## src/rtl/mse_pkg.sv

```systemverilog
// Shared types and sizes for the maximum-subarray extractor.
`default_nettype none
package mse_pkg;

    localparam int MAX_ITEMS = 64;
    localparam int IDX_W     = $clog2(MAX_ITEMS);
    localparam int CNT_W     = $clog2(MAX_ITEMS + 1);
    localparam int VAL_W     = 32;
    localparam int SUM_W     = 38;
    localparam int OUT_SUM_W = 37;

    typedef struct packed {
        logic signed [VAL_W-1:0] value;
        logic                    last;
    } in_request_t;

    typedef struct packed {
        logic signed [VAL_W-1:0] element;
        logic [OUT_SUM_W-1:0]    best_sum;
        logic                    overflowed;
        logic                    run_end;
    } out_request_t;

    // Final figures of a sequence, valid in the cycle its last request is accepted.
    typedef struct packed {
        logic [IDX_W-1:0]     best_start;
        logic [IDX_W-1:0]     best_end;
        logic [OUT_SUM_W-1:0] best_sum;
        logic                 overflowed;
    } seq_result_t;

endpackage
`default_nettype wire

```

## src/rtl/max_subarray_extract_top.sv

```systemverilog
// Top level of the maximum-subarray extractor: element store, scan and emission.
`default_nettype none
// The block takes a sequence of signed 32-bit requests, one per cycle while
// it is scanning, and keeps a Kadane running sum as they arrive; each value
// is also written into a 64-entry synchronous store. The request marked last
// closes the sequence: the block then stops taking input and reads the best
// run back out of the store, one element per cycle while the output side
// keeps taking them; each element passes through the store's read register
// before it shows. The best sum is the first run to reach the maximum; if
// no sum was positive only the first element is sent, with a best sum of zero.
// Requests beyond the store depth are dropped and reported on the overflowed
// field of that sequence's results. Input is taken again as soon as the read
// of the final element has been issued, even while that element still waits
// at the output. Reset needs no clearing pass: a run never touches an entry
// that the current sequence did not write.
module max_subarray_extract_top (
    input  wire logic                  aclk,
    input  wire logic                  aresetn,
    input  wire logic                  s_valid,
    output logic                       s_ready,
    input  wire mse_pkg::in_request_t  s_data,
    output logic                       m_valid,
    input  wire logic                  m_ready,
    output mse_pkg::out_request_t      m_data
);
    import mse_pkg::*;

    typedef enum logic [1:0] {
        ST_SCAN = 2'b01,
        ST_EMIT = 2'b10
    } state_t;

    state_t state_reg, state_next;

    logic                  s_accept;
    logic                  wr_en;
    logic [IDX_W-1:0]      wr_addr;
    seq_result_t           result;

    logic [VAL_W-1:0]      store_mem [MAX_ITEMS];
    logic [VAL_W-1:0]      rdata_reg;

    logic [IDX_W-1:0]      rd_ptr_reg;
    logic [IDX_W-1:0]      end_reg;
    logic [OUT_SUM_W-1:0]  sum_reg;
    logic                  ovf_reg;

    logic                  m_valid_reg, m_valid_next;
    logic [OUT_SUM_W-1:0]  o_sum_reg;
    logic                  o_ovf_reg;
    logic                  o_end_reg;

    logic                  advance;
    logic                  issue;
    logic                  final_read;

    assign s_ready  = (state_reg == ST_SCAN);
    assign s_accept = s_valid && s_ready;

    mse_scan u_scan (
        .aclk    (aclk),
        .aresetn (aresetn),
        .accept  (s_accept),
        .req     (s_data),
        .wr_en   (wr_en),
        .wr_addr (wr_addr),
        .result  (result)
    );

    // The store's read register doubles as the output register: it only
    // loads when the output slot is empty or being taken.
    assign advance    = !m_valid_reg || m_ready;
    assign issue      = (state_reg == ST_EMIT) && advance;
    assign final_read = (rd_ptr_reg == end_reg);

    always_ff @(posedge aclk) begin
        if (wr_en) begin
            store_mem[wr_addr] <= s_data.value;
        end
        if (issue) begin
            rdata_reg <= store_mem[rd_ptr_reg];
        end
    end

    always_comb begin
        state_next = state_reg;
        case (state_reg)
            ST_SCAN: begin
                if (s_accept && s_data.last) begin
                    state_next = ST_EMIT;
                end
            end
            ST_EMIT: begin
                if (issue && final_read) begin
                    state_next = ST_SCAN;
                end
            end
            default: state_next = ST_SCAN;
        endcase
    end

    always_comb begin
        m_valid_next = m_valid_reg;
        if (advance) begin
            m_valid_next = issue;
        end
    end

    always_ff @(posedge aclk) begin
        if (!aresetn) begin
            state_reg   <= ST_SCAN;
            m_valid_reg <= 1'b0;
        end else begin
            state_reg   <= state_next;
            m_valid_reg <= m_valid_next;
        end
    end

    // Run bounds and tags of the sequence being sent out.
    always_ff @(posedge aclk) begin
        if (s_accept && s_data.last) begin
            rd_ptr_reg <= result.best_start;
            end_reg    <= result.best_end;
            sum_reg    <= result.best_sum;
            ovf_reg    <= result.overflowed;
        end else if (issue) begin
            rd_ptr_reg <= rd_ptr_reg + IDX_W'(1);
        end
    end

    always_ff @(posedge aclk) begin
        if (issue) begin
            o_sum_reg <= sum_reg;
            o_ovf_reg <= ovf_reg;
            o_end_reg <= final_read;
        end
    end

    assign m_valid           = m_valid_reg;
    assign m_data.element    = rdata_reg;
    assign m_data.best_sum   = o_sum_reg;
    assign m_data.overflowed = o_ovf_reg;
    assign m_data.run_end    = o_end_reg;

    a_last_starts_emit: assert property (@(posedge aclk) disable iff (!aresetn)
        (s_accept && s_data.last) |=> (state_reg == ST_EMIT))
        else $error("last request did not start emission");
    a_ptr_in_run: assert property (@(posedge aclk) disable iff (!aresetn)
        (state_reg == ST_EMIT) |-> (rd_ptr_reg <= end_reg))
        else $error("read pointer ran past the end of the best run");
    a_issue_fills_output: assert property (@(posedge aclk) disable iff (!aresetn)
        issue |=> m_valid_reg)
        else $error("issued read did not reach the output");

endmodule
`default_nettype wire

```

## src/rtl/mse_scan.sv

```systemverilog
// Kadane scan registers: running sum, best run and item count of one sequence.
`default_nettype none
module mse_scan (
    input  wire logic                  aclk,
    input  wire logic                  aresetn,
    input  wire logic                  accept,
    input  wire mse_pkg::in_request_t  req,
    output logic                       wr_en,
    output logic [mse_pkg::IDX_W-1:0]  wr_addr,
    output mse_pkg::seq_result_t       result
);
    import mse_pkg::*;

    logic [CNT_W-1:0]        item_count_reg, item_count_next;
    logic signed [SUM_W-1:0] running_sum_reg, running_sum_next;
    logic signed [SUM_W-1:0] best_total_reg, best_total_next;
    logic [CNT_W-1:0]        cand_start_reg, cand_start_next;
    logic [IDX_W-1:0]        best_start_reg, best_start_next;
    logic [IDX_W-1:0]        best_end_reg, best_end_next;
    logic                    overflow_reg, overflow_next;
    logic                    full;
    logic signed [SUM_W-1:0] sum_add;

    assign full    = (item_count_reg == CNT_W'(MAX_ITEMS));
    assign sum_add = running_sum_reg + {{(SUM_W-VAL_W){req.value[VAL_W-1]}}, req.value};
    assign wr_en   = accept && !full;
    assign wr_addr = item_count_reg[IDX_W-1:0];

    always_comb begin
        item_count_next  = item_count_reg;
        running_sum_next = running_sum_reg;
        best_total_next  = best_total_reg;
        cand_start_next  = cand_start_reg;
        best_start_next  = best_start_reg;
        best_end_next    = best_end_reg;
        overflow_next    = overflow_reg;
        if (!full) begin
            running_sum_next = sum_add;
            if (sum_add[SUM_W-1]) begin
                // A negative sum can never help a later run: restart after this item.
                running_sum_next = '0;
                cand_start_next  = item_count_reg + CNT_W'(1);
            end
            if (best_total_reg < running_sum_next) begin
                best_total_next = running_sum_next;
                best_start_next = cand_start_next[IDX_W-1:0];
                best_end_next   = item_count_reg[IDX_W-1:0];
            end
            item_count_next = item_count_reg + CNT_W'(1);
        end else begin
            overflow_next = 1'b1;
        end
    end

    assign result.best_start = best_start_next;
    assign result.best_end   = best_end_next;
    assign result.best_sum   = best_total_next[OUT_SUM_W-1:0];
    assign result.overflowed = overflow_next;

    always_ff @(posedge aclk) begin
        if (!aresetn || (accept && req.last)) begin
            item_count_reg  <= '0;
            running_sum_reg <= '0;
            best_total_reg  <= '0;
            cand_start_reg  <= '0;
            best_start_reg  <= '0;
            best_end_reg    <= '0;
            overflow_reg    <= 1'b0;
        end else if (accept) begin
            item_count_reg  <= item_count_next;
            running_sum_reg <= running_sum_next;
            best_total_reg  <= best_total_next;
            cand_start_reg  <= cand_start_next;
            best_start_reg  <= best_start_next;
            best_end_reg    <= best_end_next;
            overflow_reg    <= overflow_next;
        end
    end

    a_count_bound: assert property (@(posedge aclk) disable iff (!aresetn)
        item_count_reg <= CNT_W'(MAX_ITEMS))
        else $error("item count beyond store depth");
    a_run_order: assert property (@(posedge aclk) disable iff (!aresetn)
        best_start_reg <= best_end_reg)
        else $error("best run starts after it ends");
    a_sum_nonneg: assert property (@(posedge aclk) disable iff (!aresetn)
        accept |=> !running_sum_reg[SUM_W-1])
        else $error("running sum went negative");

endmodule
`default_nettype wire
```

## config.mk

```make
export PLATFORM = sky130hd
export DESIGN_NAME = max_subarray_extract_top
export DESIGN_NICKNAME = d
export VERILOG_FILES = /design/src/rtl/mse_pkg.sv /design/src/rtl/max_subarray_extract_top.sv /design/src/rtl/mse_scan.sv
export SDC_FILE = /design/constraint.sdc
export NUM_CORES = 2
export LEC_CHECK = 0
export BUFFER_PORTS_ARGS = -buffer_cell sky130_fd_sc_hd__buf_2
export CAP_MARGIN = 20
export CORE_ASPECT_RATIO = 1.5
export CORE_MARGIN = 1.5
export CORE_UTILIZATION = 67
export CTS_CLUSTER_DIAMETER = 80
export DETAILED_ROUTE_END_ITERATION = 7
export PLACE_DENSITY = 0.85
export SETUP_SLACK_MARGIN = 0.2
export SYNTH_ARGS = -nofsm -noshare
export SYNTH_HDL_FRONTEND = slang
export SYNTH_SLANG_ARGS = --single-unit
```

## constraint.sdc

```tcl
create_clock -name aclk -period 8.9 [get_ports aclk]
set_clock_uncertainty 0.05 [all_clocks]
set_input_delay 1.335 -clock aclk [delete_from_list [all_inputs] [get_ports aclk]]
set_output_delay 1.335 -clock aclk [all_outputs]
set_load 0.01 [all_outputs]
```

* Yosys cells after proc, flatten, opt, wreduce, memory -nomap -nowiden
Memories as Yosys holds them, arrays and structs flattened. A register that Yosys moved wholly into a read port is not among the register bits.
Cells that the tools add are included.
** Storage, ports and cells
- Bits in writable memories :: 2048
- Output and inout bits :: 73
- Word-level logic and storage cells :: 60
- Memories :: 1
- Input bits :: 37
- Bits in registers :: 194
** Cells by class
- Bitwise logic cells :: 1
- Add/subtract/negate cells :: 3
- Multiplexer cells :: 17
- Eq/ne operators :: 6
- Reduce and logical (&&, ||, !) cells :: 14
- Order comparisons :: 1
** Memories
- store_mem :: depth 64, bits a word 32, read ports 1, clocked after Yosys merged registers in 1, wr ports 1, line max_subarray_extract_top.sv:40 : logic [VAL_W-1:0] store_mem [MAX_ITEMS];
** Operators by type and width (count)
- $mux W37 :: 3
- $mux W6 :: 7
- $add A38 B38 Y38 :: 1
- $lt A38 B38 Y1 :: 1
- $mux W38 :: 1
- $add A7 B1 Y7 const B :: 1
- $eq A7 B7 Y1 const B :: 1
- $add A6 B1 Y6 const B :: 1
- $eq A6 B6 Y1 :: 1
- $logic_and A1 B1 Y1 :: 5
- $mux W2 :: 2
- $ne A2 B1 Y1 const B :: 2
- $pmux W2 S2 :: 1
- $reduce_and A2 Y1 :: 2
- $logic_not A1 Y1 :: 3
- $mux W1 :: 3
- $reduce_and A3 Y1 :: 1
- $eq A2 B1 Y1 const B :: 1
- $eq A2 B2 Y1 const B :: 1
- $logic_or A1 B1 Y1 :: 2
- $reduce_bool A2 Y1 :: 1
- $not A1 Y1 :: 1

* Depth between registers and ports, before layout
- Depth in word-level cells :: 7
- Mapped depth :: 25
- Mapped depth without buffers :: 23

* Modules after synthesis
A second synthesis with hierarchy kept.
** Second synthesis, totals
- Cell total of the unflattened synthesis :: 4663
- Area, all modules :: 89927.5 µm²
** Modules (own cells, without submodules)
- max_subarray_extract_top :: instances 1, seq. area each 65192.5 µm², cells each 3696, area each 82480.4 µm²
- mse_scan :: instances 1, seq. area each 2001.9 µm², cells each 967, area each 7447.1 µm²

* Least setup slack after synthesis
Ideal clock, no wire load.
- Path type :: input port to flip-flop
- From :: input port s_data[29] in the netlist's numbering
- To :: register sum_reg[7], data pin
- Stages :: 24
- Library setup time :: 267 ps
- Required time :: 8583 ps
- Buffers on the path :: 5
- Slack :: 2909 ps
- Arrival :: 5674 ps
- Cell sequence :: ha_1 clkbuf_1 nand4_1 nor4_2 inv_2 o211ai_1 mux2_2 or3_1 buf_2 buf_4 nand2_1 ha_1 a21o_1 a21o_1 a2111oi_1 nor3b_1 o41ai_1 a22oi_1 a41oi_2 nand2_2 buf_4 buf_2 nand2_1 o21ai_0
** RTL lines
- from (decl) :: line max_subarray_extract_top.sv:21 : input wire mse_pkg::in_request_t s_data,
- to (signal assigned) :: line max_subarray_extract_top.sv:124 : sum_reg <= result.best_sum;
- to (decl) :: line max_subarray_extract_top.sv:45 : logic [OUT_SUM_W-1:0] sum_reg;

* Worst setup path after layout
- From :: input port s_data[2] in the netlist's numbering
- To :: register rd_ptr_reg[2], data pin
** Between the ends
- Longest elaborated chain between the ends :: 7
- Elaborated cells between the ends (all ways) :: 8
- Those cells by class :: add/sub (1); order compare (1); mux (6)
** RTL lines
- $add A38 B38 Y38 (*) :: line mse_scan.sv:25 : assign sum_add = running_sum_reg + {{(SUM_W-VAL_W){req.value[VAL_W-1]}}, req.value};
- $mux W37 :: line mse_scan.sv:39 : if (sum_add[SUM_W-1]) begin
- $mux W38 :: line mse_scan.sv:37 : if (!full) begin
- $lt A38 B38 Y1 :: line mse_scan.sv:44 : if (best_total_reg < running_sum_next) begin
- $mux W6 (*) :: line mse_scan.sv:44
- $mux W6 (*) :: line mse_scan.sv:37
- $mux W6 (*) :: line max_subarray_extract_top.sv:121 : if (s_accept && s_data.last) begin
- to (signal assigned) :: line max_subarray_extract_top.sv:122 : rd_ptr_reg <= result.best_start;
- to (signal assigned) :: line max_subarray_extract_top.sv:127 : rd_ptr_reg <= rd_ptr_reg + IDX_W'(1);
- to (decl) :: line max_subarray_extract_top.sv:43 : logic [IDX_W-1:0] rd_ptr_reg;
Mark *: on every way between the ends. The rest lies on a longest branch, timed or not. The select of a mux whose other input is x is not followed.
A chain may end at the register's enable or synchronous reset.

==> results by group <==
Hold path
  – Endpoint, Worst Hold: o_sum_reg[6]
  – Hold path start: sum_reg[6]
  – Hold-critical path depth: 0
  – Class of the worst hold path: reg2reg

Worst setup path
  – Critical path fanouts, max: 65
  – Worst Reg2Reg Path Length in Cells: 22
  – Slack of the worst reg-to-reg path: 1.92 ns
  – Launching point of the worst reg2reg path: u_scan.running_sum_reg[3]
  – Critical path data required time: 9.40 ns
  – Max stage delay cell, worst path: sky130_fd_sc_hd__a211oi_1
  – Arrival time reported for the critical path endpoint: 8.29 ns
  – End of the worst register-to-register path: rd_ptr_reg[2]
  – Most common cell on crit path: sky130_fd_sc_hd__o21ai_0
  – CP startpoint kind: input pin
  – Top cell family by delay on the critical path: compound AO/OA/AOI/OAI gates
  – Worst stage delay on the critical path: 0.86 ns
  – CP Capture Type: flip-flop
  – Crit path cell chain: buf_2 > buf_4 > ha_1 > a21oi_1 > nand4b_1 > a21oi_1 > o21ai_0 > a211oi_1 > a211oi_1 > o21ai_0 > xnor2_1 > nand2_1 > ha_1 > nand4_1 > nor2_1 > nand4_1 > nor2_1 > o21ai_0 > a22oi_1 > a41oi_2 > nand2_2 > buf_4 > mux2i_1 > o21ai_0
  – Count of buffer and inverter cells on the critical path: 3
  – Critical Setup Path Class: in2reg

Global routing
  – Pin count of the biggest net entering global routing: 135
  – Total routing usage reported by global routing: 40.75%
  – Wire length of the first global-routing pass: 375.3 mm
  – Via count of the first global-routing pass: 48630
  – Number of antenna violations at the first check in global routing: 31
  – Global route overflow: 0

Power and ir drop
  – LEAKAGE: 31.37 nW
  – Share of power burned in registers: 54.2%
  – Clock network fraction of design power: 38.2%
  – Fraction of power spent switching nets: 23.28%
  – Net switching power of the design: 5.091 mW
  – Overall power of the completed layout: 21.87 mW
  – Pint: 16.78 mW
  – Worst VDD drop: 0.0001918 V
  – Logic gate share of total power: 7.6%
  – Ratio of total power to cell area: 221.9 nW/um^2

STA
  – Final min period: 7.792 ns
  – Pins Over Slew Limit: 0
  – Sum of negative setup slack: 0 ns
  – Achievable frequency: 128.3 MHz
  – Post-route fraction of the period consumed by the critical path: 87.55%
  – Number of endpoints with negative hold slack in the final report: 0
  – Worst-Margin Slew: 1.289 ns
  – Final hold slack: 0.3747 ns
  – Slew headroom: 14.04%
  – Number of failing setup endpoints in the final timing report: 0
  – RSZ-0062 raised after global routing: false

Finish
  – Final instance count without filler cells: 6246
  – Flip-flop count of the largest register after layout: 2048
  – Number of nets in the layout: 4463
  – Register with the highest flop count: store_mem
  – Final Util: 74.81%
  – Proportion of layout cells with a drive suffix above 1: 28.53%
  – Layout Area Growth over Synthesis: 10.63%
  – Most frequent standard cell in the layout excluding fill and tap cells: sky130_fd_sc_hd__edfxtp_1
  – Commonest cells after routing, fill and taps aside: sky130_fd_sc_hd__edfxtp_1 (2169), sky130_fd_sc_hd__mux4_2 (672), sky130_fd_sc_hd__clkbuf_16 (196)

Clock tree
  – CTS root buffer: sky130_fd_sc_hd__clkbuf_16
  – Clk slew on worst S/H paths: 0.07 ns
  – TritonCTS Buffers: 189
  – Clock latency on the worst-skew pair: 0.84 ns
  – CTS tree: built
  – Clock tree sinks: 2272
  – Number of resized instances in the post-cts repair step: 0
  – # H-tree levels: 4
  – Post-CTS Hold Buffers: 0
  – Number of post-CTS setup repair buffers: 0
  – Number of buffers between clock root and the deepest sink: 3

Detailed routing
  – Total Wirelength: 273.6 mm
  – First DRT Iteration DRCs: 8573
  – Average detailed-routed wire length per instance: 43.80 um
  – Count of antenna-violating nets left after detailed routing: 0
  – Total iterations of the first detailed-routing run: 8
  – Post-route DRC violation count: 13
  – Vias: 48830
  – Number of vias per cell after detailed routing: 7.818

Logic synthesis
  – Post-synthesis cell area: 89090 um^2
  – Count of flip-flops with a built-in enable after synthesis: 2169
  – Share of the yosys chip area belonging to registers: 75.42%
  – Count of state elements after synthesis: 2272
  – Share of flip-flops with an asynchronous set or reset after synthesis: 0%
  – Synth Net Count: 4244
  – Count of synthesis-stage warnings from yosys: 0
  – Number of instances in the synthesized netlist: 4130
  – Primary FF master, synth: sky130_fd_sc_hd__edfxtp_1
  – Library cells used by synthesis: 79
  – Post-synthesis area per instance: 21.57 um^2

Floorplan
  – Num ports: 110
  – Die H: 449.6 um
  – Initial cell density of the core: 67.62%
  – Placement Rows: 163
  – Die Area: 135200 um^2
  – Die Wd: 300.7 um
  – Core Region: 131700 um^2

Status
  – Status: complete, but fails checks
  – Violated checks: DRC

Job
  – Number of max-cap violations: 0

Placement
  – HPWL after DPL: 140.9 mm
  – Total placed cells including tap cells: 5885
  – Number of port buffers: 109
  – Gpl congestion: 0.9153
==> kinds of logic (layout without fill, tap and decap cells) <==
group,count (synthesis),after routing,synth area share (%)
adders and majority gates,77,77,1.090
and+or+nand+nor,489,489,2.459
other,0,10,0
AOI/OAI and AO/OA,275,275,1.910
buffers and inverters,256,630,1.181
DFF,2272,2272,75.42
xor gates and xnor gates,44,44,0.4326
muxes,717,717,17.50
==> final cells by class <==
cell class              count  area (um^2)
flip-flops and latches   2272        67190
fillers                  6549        33190
multi-input cells        1602        21350
clock buffers             239         5076
well taps                1732         2167
repair buffers            250         1785
clock inverters           107        835.8
inverters                  34        127.6
diodes                     10        25.02
==> power groups by stage <==
stage / logic [mW] / registers, mW / clock network, mW
finish: 1.66 / 11.9 / 8.36
global route: 1.72 / 11.8 / 8.68
CTS: 1.61 / 11.8 / 8.32
detailed placement: 1.57 / 12.1 / 0
global placement: 1.52 / 12.1 / 0
floorplan: 0.986 / 12.1 / 0
==> metal layers <==
metal  vias to the layer above  part of all wire, %  track usage, %
met3                      1285                   13           10.26
li1                      17630                    -               -
met1                     24700                   30           50.06
met2                      5193                   49           65.08
met4                        30                  8.3           26.20
met5                         -                0.092               0
==> through the flow <==
stage | instance area (um^2) | setup WS (ns)
after global routing | 98550 | 1.052
after global placement | 92520 | 0.7746
after CTS | 98440 | 1.492
after floorplan | 89090 | 2.909
final | 98560 | 1.108
after detailed placement | 92520 | 0.8007
==> synth_stat cells, drive strengths merged (19+ instances only) <==
| cell | number | area, um^2 |
|---|---|---|
| a21oi | 104 | 524.3 |
| buf | 79 | 385.4 |
| inv | 34 | 127.6 |
| xor2 | 25 | 219.0 |
| nand3 | 26 | 130.1 |
| ha | 76 | 950.9 |
| mux2i | 37 | 370.4 |
| edfxtp | 2169 | 65130 |
| dfxtp | 103 | 2062 |
| clkbuf | 143 | 539.3 |
| o21ai | 76 | 399.1 |
| nand2 | 170 | 640.6 |
| nor2 | 177 | 664.4 |
| a21o | 28 | 210.2 |
| nand4 | 22 | 137.6 |
| xnor2 | 19 | 166.4 |
| mux4 | 672 | 15130 |
==> worst max path at each step <==
stage | from | end | slack (ns) | cells after the start
2_1_floorplan | s_data[29] | sum_reg[7] | 2.91 | 24
3_3_place_gp | s_data[19] | end_reg[5] | 0.77 | 22
3_5_place_dp | s_data[2] | rd_ptr_reg[4] | 0.80 | 24
4_1_cts | s_data[2] | rd_ptr_reg[4] | 1.49 | 24
5_1_grt | s_data[2] | rd_ptr_reg[2] | 1.05 | 24
6_report | s_data[2] | rd_ptr_reg[2] | 1.11 | 24
Power figures use the tool's default switching activity.
